$ cat src/sv/msd_pkg.sv
// Package for the pointer shake detector: direction codes, configuration
// register indexes, reset values and the configuration bundle type.
// No dependencies.
package msd_pkg;

  // Direction of the last directed move
  typedef enum logic [1:0] {
    DIR_NONE = 2'd0,
    DIR_POS  = 2'd1,
    DIR_NEG  = 2'd2
  } dir_e;

  // Configuration register indexes
  typedef enum logic [1:0] {
    CFG_SHAKE_ENABLE       = 2'd0,
    CFG_REVERSAL_THRESHOLD = 2'd1,
    CFG_WINDOW_MS          = 2'd2,
    CFG_MIN_STEP           = 2'd3
  } cfg_idx_e;

  localparam int unsigned CfgIdxWidth  = 2;
  localparam int unsigned CfgDataWidth = 16;
  localparam int unsigned ThrWidth     = 4;
  localparam int unsigned WindowWidth  = 16;
  localparam int unsigned StepWidth    = 8;

  // Threshold clamp limits
  localparam logic [ThrWidth-1:0] ThrMin = 4'd3;
  localparam logic [ThrWidth-1:0] ThrMax = 4'd10;

  // Reset values of the configuration registers
  localparam logic                   RstShakeEnable = 1'b1;
  localparam logic [ThrWidth-1:0]    RstThreshold   = 4'd5;
  localparam logic [WindowWidth-1:0] RstWindowMs    = 16'd1000;
  localparam logic [StepWidth-1:0]   RstMinStep     = 8'd6;

  // Configuration bundle handed to the update logic
  typedef struct packed {
    logic                   shake_enable;
    logic [ThrWidth-1:0]    reversal_threshold;
    logic [WindowWidth-1:0] window_ms;
    logic [StepWidth-1:0]   min_step;
  } cfg_t;

endpackage

$ cat src/sv/msd_step.sv
// Combinational update of the shake detector state for one pointer request.
// Depends on msd_pkg (cfg_t, dir_e, threshold limits).
module msd_step #(
  parameter int unsigned COORD_WIDTH = 16,
  parameter int unsigned TIME_WIDTH  = 32
) (
  input  msd_pkg::cfg_t                  cfg_i,
  input  logic                           armed_i,
  input  logic signed [COORD_WIDTH-1:0]  pos_x_i,
  input  logic signed [COORD_WIDTH-1:0]  pos_y_i,
  input  logic        [TIME_WIDTH-1:0]   time_ms_i,
  input  logic signed [COORD_WIDTH-1:0]  last_x_i,
  input  logic signed [COORD_WIDTH-1:0]  last_y_i,
  input  logic        [TIME_WIDTH-1:0]   window_start_i,
  input  logic [msd_pkg::ThrWidth-1:0]   reversals_i,
  input  msd_pkg::dir_e                  last_dir_i,
  output logic                           update_o,
  output logic        [TIME_WIDTH-1:0]   window_start_o,
  output logic [msd_pkg::ThrWidth-1:0]   reversals_o,
  output msd_pkg::dir_e                  last_dir_o,
  output logic                           shake_o
);

  localparam int unsigned DW = COORD_WIDTH + 1;

  logic signed [DW-1:0]               dx;
  logic signed [DW-1:0]               dy;
  logic        [DW-1:0]               mag_x;
  logic        [DW-1:0]               mag_y;
  logic signed [DW-1:0]               delta;
  logic        [DW-1:0]               mag_d;
  logic                               moved;
  msd_pkg::dir_e                      dir;
  logic        [TIME_WIDTH-1:0]       elapsed;
  logic                               expired;
  logic [msd_pkg::ThrWidth-1:0]       thr;
  logic [msd_pkg::ThrWidth-1:0]       rev_inc;
  logic                               at_origin;

  always_comb begin
    // Dominant-axis delta, x wins ties
    dx    = {pos_x_i[COORD_WIDTH-1], pos_x_i} - {last_x_i[COORD_WIDTH-1], last_x_i};
    dy    = {pos_y_i[COORD_WIDTH-1], pos_y_i} - {last_y_i[COORD_WIDTH-1], last_y_i};
    mag_x = dx[DW-1] ? DW'(-dx) : DW'(dx);
    mag_y = dy[DW-1] ? DW'(-dy) : DW'(dy);
    if (mag_x >= mag_y) begin
      delta = dx;
      mag_d = mag_x;
    end else begin
      delta = dy;
      mag_d = mag_y;
    end
    moved = mag_d >= DW'(cfg_i.min_step);
    dir   = (!delta[DW-1] && (delta != '0)) ? msd_pkg::DIR_POS : msd_pkg::DIR_NEG;

    // Wrapping elapsed time against the window
    elapsed = time_ms_i - window_start_i;
    expired = elapsed > TIME_WIDTH'(cfg_i.window_ms);

    // Clamped threshold
    if (cfg_i.reversal_threshold < msd_pkg::ThrMin) begin
      thr = msd_pkg::ThrMin;
    end else if (cfg_i.reversal_threshold > msd_pkg::ThrMax) begin
      thr = msd_pkg::ThrMax;
    end else begin
      thr = cfg_i.reversal_threshold;
    end
    rev_inc = reversals_i + msd_pkg::ThrWidth'(1);

    at_origin = (last_x_i == '0) && (last_y_i == '0);

    // Defaults: hold state
    update_o       = cfg_i.shake_enable && armed_i;
    window_start_o = window_start_i;
    reversals_o    = reversals_i;
    last_dir_o     = last_dir_i;
    shake_o        = 1'b0;

    if (update_o) begin
      if (at_origin) begin
        window_start_o = time_ms_i;
      end else if (moved) begin
        last_dir_o = dir;
        if (expired) begin
          reversals_o    = '0;
          window_start_o = time_ms_i;
        end else if ((last_dir_i != msd_pkg::DIR_NONE) && (dir != last_dir_i)) begin
          if (rev_inc >= thr) begin
            reversals_o    = '0;
            window_start_o = '0;
            shake_o        = 1'b1;
          end else begin
            reversals_o = rev_inc;
          end
        end
      end
    end
  end

endmodule

$ cat src/sv/mouse_shake_detector_unit.sv
// Pointer shake detector: counts direction reversals of a timestamped
// pointer stream inside a time window and flags a shake.
// Pipeline: the input register, then the update logic into the result register.
// Throughput: one request per cycle while the output is not stalled; the state
// update loop is combinational from the tracking state back into it.
// Reset: configuration returns to its defaults, tracking state clears.
module mouse_shake_detector_unit #(
  parameter int unsigned COORD_WIDTH = 16,
  parameter int unsigned TIME_WIDTH  = 32
) (
  input  logic                                 clk_i,
  input  logic                                 rst_ni,
  // configuration write port
  input  logic                                 cfg_we_i,
  input  logic [msd_pkg::CfgIdxWidth-1:0]      cfg_idx_i,
  input  logic [msd_pkg::CfgDataWidth-1:0]     cfg_data_i,
  // input channel
  input  logic                                 in_valid_i,
  output logic                                 in_stall_o,
  input  logic signed [COORD_WIDTH-1:0]        pos_x_i,
  input  logic signed [COORD_WIDTH-1:0]        pos_y_i,
  input  logic        [TIME_WIDTH-1:0]         time_ms_i,
  input  logic                                 armed_i,
  // output channel
  output logic                                 out_valid_o,
  input  logic                                 out_stall_i,
  output logic                                 shake_detected_o,
  output logic [msd_pkg::ThrWidth-1:0]         reversal_count_o
);

  // Configuration registers
  msd_pkg::cfg_t cfg_q;

  always_ff @(posedge clk_i or negedge rst_ni) begin
    if (!rst_ni) begin
      cfg_q.shake_enable       <= msd_pkg::RstShakeEnable;
      cfg_q.reversal_threshold <= msd_pkg::RstThreshold;
      cfg_q.window_ms          <= msd_pkg::RstWindowMs;
      cfg_q.min_step           <= msd_pkg::RstMinStep;
    end else if (cfg_we_i) begin
      unique case (msd_pkg::cfg_idx_e'(cfg_idx_i))
        msd_pkg::CFG_SHAKE_ENABLE:
          cfg_q.shake_enable <= cfg_data_i[0];
        msd_pkg::CFG_REVERSAL_THRESHOLD:
          cfg_q.reversal_threshold <= cfg_data_i[msd_pkg::ThrWidth-1:0];
        msd_pkg::CFG_WINDOW_MS:
          cfg_q.window_ms <= cfg_data_i[msd_pkg::WindowWidth-1:0];
        msd_pkg::CFG_MIN_STEP:
          cfg_q.min_step <= cfg_data_i[msd_pkg::StepWidth-1:0];
        default: ;
      endcase
    end
  end

  // Handshake control
  logic in_valid_q;
  logic out_valid_q;
  logic out_ready;
  logic advance;
  logic in_accept;

  assign out_ready  = !out_valid_q || !out_stall_i;
  assign advance    = in_valid_q && out_ready;
  assign in_stall_o = in_valid_q && !out_ready;
  assign in_accept  = in_valid_i && !in_stall_o;

  always_ff @(posedge clk_i or negedge rst_ni) begin
    if (!rst_ni) begin
      in_valid_q  <= 1'b0;
      out_valid_q <= 1'b0;
    end else begin
      if (in_accept) begin
        in_valid_q <= 1'b1;
      end else if (advance) begin
        in_valid_q <= 1'b0;
      end
      if (advance) begin
        out_valid_q <= 1'b1;
      end else if (!out_stall_i) begin
        out_valid_q <= 1'b0;
      end
    end
  end

  // Input register
  logic signed [COORD_WIDTH-1:0] pos_x_q;
  logic signed [COORD_WIDTH-1:0] pos_y_q;
  logic        [TIME_WIDTH-1:0]  time_ms_q;
  logic                          armed_q;

  always_ff @(posedge clk_i) begin
    if (in_accept) begin
      pos_x_q   <= pos_x_i;
      pos_y_q   <= pos_y_i;
      time_ms_q <= time_ms_i;
      armed_q   <= armed_i;
    end
  end

  // Tracking state
  logic signed [COORD_WIDTH-1:0]    last_x_q;
  logic signed [COORD_WIDTH-1:0]    last_y_q;
  logic        [TIME_WIDTH-1:0]     window_start_q;
  logic        [TIME_WIDTH-1:0]     window_start_d;
  logic [msd_pkg::ThrWidth-1:0]     reversals_q;
  logic [msd_pkg::ThrWidth-1:0]     reversals_d;
  msd_pkg::dir_e                    last_dir_q;
  msd_pkg::dir_e                    last_dir_d;
  logic                             update;
  logic                             shake_d;

  msd_step #(
    .COORD_WIDTH (COORD_WIDTH),
    .TIME_WIDTH  (TIME_WIDTH)
  ) u_step (
    .cfg_i          (cfg_q),
    .armed_i        (armed_q),
    .pos_x_i        (pos_x_q),
    .pos_y_i        (pos_y_q),
    .time_ms_i      (time_ms_q),
    .last_x_i       (last_x_q),
    .last_y_i       (last_y_q),
    .window_start_i (window_start_q),
    .reversals_i    (reversals_q),
    .last_dir_i     (last_dir_q),
    .update_o       (update),
    .window_start_o (window_start_d),
    .reversals_o    (reversals_d),
    .last_dir_o     (last_dir_d),
    .shake_o        (shake_d)
  );

  always_ff @(posedge clk_i or negedge rst_ni) begin
    if (!rst_ni) begin
      last_x_q       <= '0;
      last_y_q       <= '0;
      window_start_q <= '0;
      reversals_q    <= '0;
      last_dir_q     <= msd_pkg::DIR_NONE;
    end else if (advance) begin
      if (update) begin
        last_x_q <= pos_x_q;
        last_y_q <= pos_y_q;
      end
      window_start_q <= window_start_d;
      reversals_q    <= reversals_d;
      last_dir_q     <= last_dir_d;
    end
  end

  // Result register
  logic                         shake_q;
  logic [msd_pkg::ThrWidth-1:0] count_q;

  always_ff @(posedge clk_i) begin
    if (advance) begin
      shake_q <= shake_d;
      count_q <= reversals_d;
    end
  end

  assign out_valid_o      = out_valid_q;
  assign shake_detected_o = shake_q;
  assign reversal_count_o = count_q;

endmodule

$ cat config.mk
export PLATFORM = sky130hd
export DESIGN_NAME = mouse_shake_detector_unit
export DESIGN_NICKNAME = d
export VERILOG_FILES = /design/src/sv/msd_pkg.sv /design/src/sv/msd_step.sv /design/src/sv/mouse_shake_detector_unit.sv
export SDC_FILE = /design/constraint.sdc
export NUM_CORES = 1
export LEC_CHECK = 0
export ABC_AREA = 0
export BUFFER_PORTS_ARGS = -buffer_cell sky130_fd_sc_hd__buf_2
export CORE_ASPECT_RATIO = 1.5
export CORE_UTILIZATION = 55
export CTS_BUF_LIST = sky130_fd_sc_hd__clkbuf_2
export DETAILED_ROUTE_END_ITERATION = 8
export PLACE_DENSITY = 0.78
export SLEW_MARGIN = 20
export SYNTH_ARGS = -nofsm -noshare
export SYNTH_HDL_FRONTEND = slang
export SYNTH_SLANG_ARGS = --single-unit
$ cat constraint.sdc
create_clock -name clk_i -period 6.3 [get_ports clk_i]
set_input_delay 0.315 -clock clk_i [delete_from_list [all_inputs] [get_ports clk_i]]
set_output_delay 0.315 -clock clk_i [all_outputs]
set_load 0.05 [all_outputs]
==> flow_summary_export.csv <==
group,metric,value,unit
outcome,status,"finished with violations",
outcome,violations,"setup timing",
clock_network,path_clk_slew,0.33,ns
sta,setup_slack,-0.269,ns
floorplan,dieWidth,127,µm
synthesis,synth_edf_count,70,
synthesis,ys_types,98,
grt,grt_usage,31.2,%
placement,portBuffers,94,
worst_setup_path,cp_slowest_cell,"or4_4",
synthesis,synth_nets,1592,
clock_network,cts_buffer_depth,2,
floorplan,die_area,0.0240,mm²
synthesis,yosys_warnings,0,
power_and_ir_drop,p_sw,0.00405,W
synthesis,netlist_area,0.0129,mm²
floorplan,die_h,189,µm
grt,antenna_found_initial,1,
clock_network,cts.sinks,171,
worst_setup_path,end_kind,"register",
power_and_ir_drop,internal_power,0.00470,W
clock_network,clk_latency,0.85,ns
clock_network,cts_buffers,17,
clock_network,h-tree-depth,4,
power_and_ir_drop,p_leak,7.35,nW
power_and_ir_drop,combPwrFrac,74.8,%
worst_setup_path,crit_required,6.99,ns
sta,timing.setup.tns,-10.42,ns
floorplan,initial_core_util,56.0,%
job,maxCapViolations,0,
drt,wl_per_cell,18.6,µm
grt,grt_max_degree,66,
floorplan,rows,68,
sta,slew_headroom,37.7,%
worst_setup_path,cp_max_fo,7,
drt,wirelength,37400,µm
drt,drc,0,
floorplan,core,0.0230,mm²
placement,finalWeightedCongestion,1.00,
grt,grt_pass1_wl,58800,µm
sta,fmax,152,MHz
worst_setup_path,worst_path_most_repeated_cell,"nand4_1",
drt,ant_nets,0,
drt,drt_pass1_iterations,5,
finish,nNetsFinal,1922,
sta,rsz0062_at_grt,"true",
synthesis,yosysSeqAreaShare,36.1,%
drt,drt_iter0_drc,701,
synthesis,async_flop_share,59.1,%
worst_hold_path,hold_path_class,"in2reg",
power_and_ir_drop,power.density,530,mW/mm²
power_and_ir_drop,total_power,0.00875,W
synthesis,synthFlopType,"dfrtp_1",
worst_setup_path,start_kind,"register",
clock_network,cts_tree,"built",
sta,hold_slack,0.151,ns
clock_network,cts_root_buf,"clkbuf_2",
synthesis,ys_ff_latch,171,
placement,hpwl,26200,µm
grt,grt-ovfl-total,0,
worst_setup_path,slowest_delay,0.54,ns
sta,finalMaxSlewViolations,0,
drt,vias,12100,
finish,drive_gt1_share,26.2,%
floorplan,ios,95,
finish,area_growth,28.5,%
drt,viasPerCell,6.00,
power_and_ir_drop,ir_drop,0.400,mV
grt,grt_pass1_vias,12300,
sta,setup-violations-final,43,
power_and_ir_drop,switching_share,46.3,%
worst_setup_path,crit_arrival,7.25,ns
sta,tightest_slew,0.935,ns
synthesis,synthCells,1391,
worst_setup_path,r2r_setup_slack,-0.27,ns
sta,hold_violations,0,
power_and_ir_drop,p_seq_share,17.8,%
sta,finClkSkew,0.0837,ns
worst_setup_path,critical_path_class,"reg2reg",
sta,period_share,104,%
power_and_ir_drop,clock_power_share,7.4,%
placement,preCtsSetupSlack,-0.371,ns
sta,fin_crit,6.57,ns
synthesis,syn_avg_cell_area,9.24,µm²
repair_timing:
item | CTS | global route
resized for setup | 33 | 47
hold endpoints to repair | 143 | 0
hold buffers | 90 | 0
pin swaps | 12 | 11
endpoints found under the setup margin | 43 | 43
gates cloned | 2 | 0
buffers inserted | 8 | 5
registers in the layout (all words and copies together) (netlist names), 2 cells and up:
name	cells
window_start_q	32
time_ms_q	32
pos_y_q	16
reversal_count_o	4
last_dir_q	2
pos_x_q	16
last_x_q	16
cfg_q	29
reversals_q	4
last_y_q	16
cells in the final DEF (no fill, tap or decap), types with 32 or more instances in the layout:
master,netlist,routed
buf_2,16,93
nand2_1,136,135
nor2_1,75,73
inv_1,120,115
ha_1,110,100
dfrtp_1,90,89
buf_4,2,169
nand3_1,33,32
edfxtp_1,70,70
dlygate4sd3_1,0,90
a21o_1,46,46
o21ai_0,80,74
xnor2_1,34,32
a21oi_1,64,57
power by group through the flow:
| stage | clock network [W] | registers [W] | logic, W |
|---|---|---|---|
| 2_1_floorplan | 0 | 0.00154 | 0.00392 |
| 3_3_place_gp | 0 | 0.00155 | 0.00571 |
| 3_5_place_dp | 0 | 0.00157 | 0.00583 |
| 4_1_cts | 0.000657 | 0.00154 | 0.00615 |
| 5_1_grt | 0.000701 | 0.00158 | 0.00714 |
| 6_report | 0.000648 | 0.00155 | 0.00655 |
logic make-up after synthesis:
family	share of synthesized area, %
DFF	36.1
xor gates and xnor gates	3.94
adders and majority gates	11.2
buffers and inverters	5.30
and+or+nand+nor	17.5
muxes	3.26
AOI/OAI and AO/OA	22.7
critical path, delay by kind of cell, from the launching register on:
kind                     cells  cell delay [ns]
AND/OR/NAND/NOR              9             1.92
XOR/XNOR                     1             0.19
adder cells (fa/ha/maj)      3             0.66
AO/OA/AOI/OAI               14             2.35
buffers and inverters        7             0.78
flip-flops                   1             0.50
stage by stage:
step / cells / utilization, % / area (µm²)
final: 2015 / 71.9 / 16500
after global routing: 2015 / 71.9 / 16500
after CTS: 2009 / 70.6 / 16200
after global placement: 1877 / 64.4 / 14800
after detailed placement: 1877 / 64.4 / 14800
after floorplan: 1391 / - / 12900
synthesized netlist by cell type, types with 4 or more instances:
cell | count | share of area (%)
a211o_1 | 8 | 0.55
a211oi_1 | 21 | 1.2
a21boi_0 | 4 | 0.23
a21o_1 | 46 | 2.7
a21oi_1 | 64 | 2.5
a221o_1 | 5 | 0.39
a221oi_1 | 4 | 0.27
a31oi_1 | 12 | 0.58
a41oi_1 | 4 | 0.27
and2_1 | 25 | 1.2
and3_1 | 14 | 0.68
and4_1 | 7 | 0.48
buf_2 | 16 | 0.62
clkbuf_1 | 32 | 0.93
dfrtp_1 | 90 | 18
dfstp_2 | 11 | 2.2
edfxtp_1 | 70 | 16
ha_1 | 110 | 11
inv_1 | 120 | 3.5
mux2_2 | 31 | 2.7
mux2i_1 | 7 | 0.55
nand2_1 | 136 | 4.0
nand2b_1 | 21 | 1.0
nand3_1 | 33 | 1.3
nand3b_1 | 8 | 0.47
nand4_1 | 24 | 1.2
nor2_1 | 75 | 2.2
nor2b_1 | 17 | 0.83
nor3_1 | 18 | 0.70
nor4_1 | 15 | 0.73
o2111ai_1 | 4 | 0.27
o211a_1 | 4 | 0.31
o211ai_1 | 10 | 0.58
o21a_1 | 18 | 1.1
o21ai_0 | 80 | 3.1
o21ai_1 | 6 | 0.23
o21bai_1 | 8 | 0.47
o22ai_1 | 12 | 0.58
o2bb2ai_1 | 33 | 2.2
o31a_1 | 5 | 0.34
or2_2 | 4 | 0.19
or3_1 | 12 | 0.58
or4_1 | 7 | 0.41
xnor2_1 | 34 | 2.3
xor2_1 | 22 | 1.5
layer usage:
metal / track usage (%) / part of all wire (%)
met2: 59.0 / 54
met3: 4.07 / 3.5
met5: 0 / 0
met1: 33.0 / 38
met4: 17.2 / 5.2
final cells by class:
cell class              count  area [µm²]
diodes                      1        2.50
clock inverters            12         166
well taps                 280         350
clock buffers              20         100
multi-input cells        1048        8000
repair buffers            363        2810
fillers                  1664        6460
flip-flops and latches    171        4640
inverters                 120         450
final timing paths:
kind | startpoint | endpoint | cells past startpoint
max | last_x_q[6] | window_start_q[31] | 34
min | pos_x_i[10] | pos_x_q[10] | 2
max reg2reg | last_x_q[6] | window_start_q[31] | 34
min reg2reg | time_ms_q[16] | window_start_q[16] | 1
max in group asynchronous | rst_ni | last_x_q[10] | 4
min in group asynchronous | rst_ni | last_x_q[7] | 3
(Power assumes the default switching activity.)
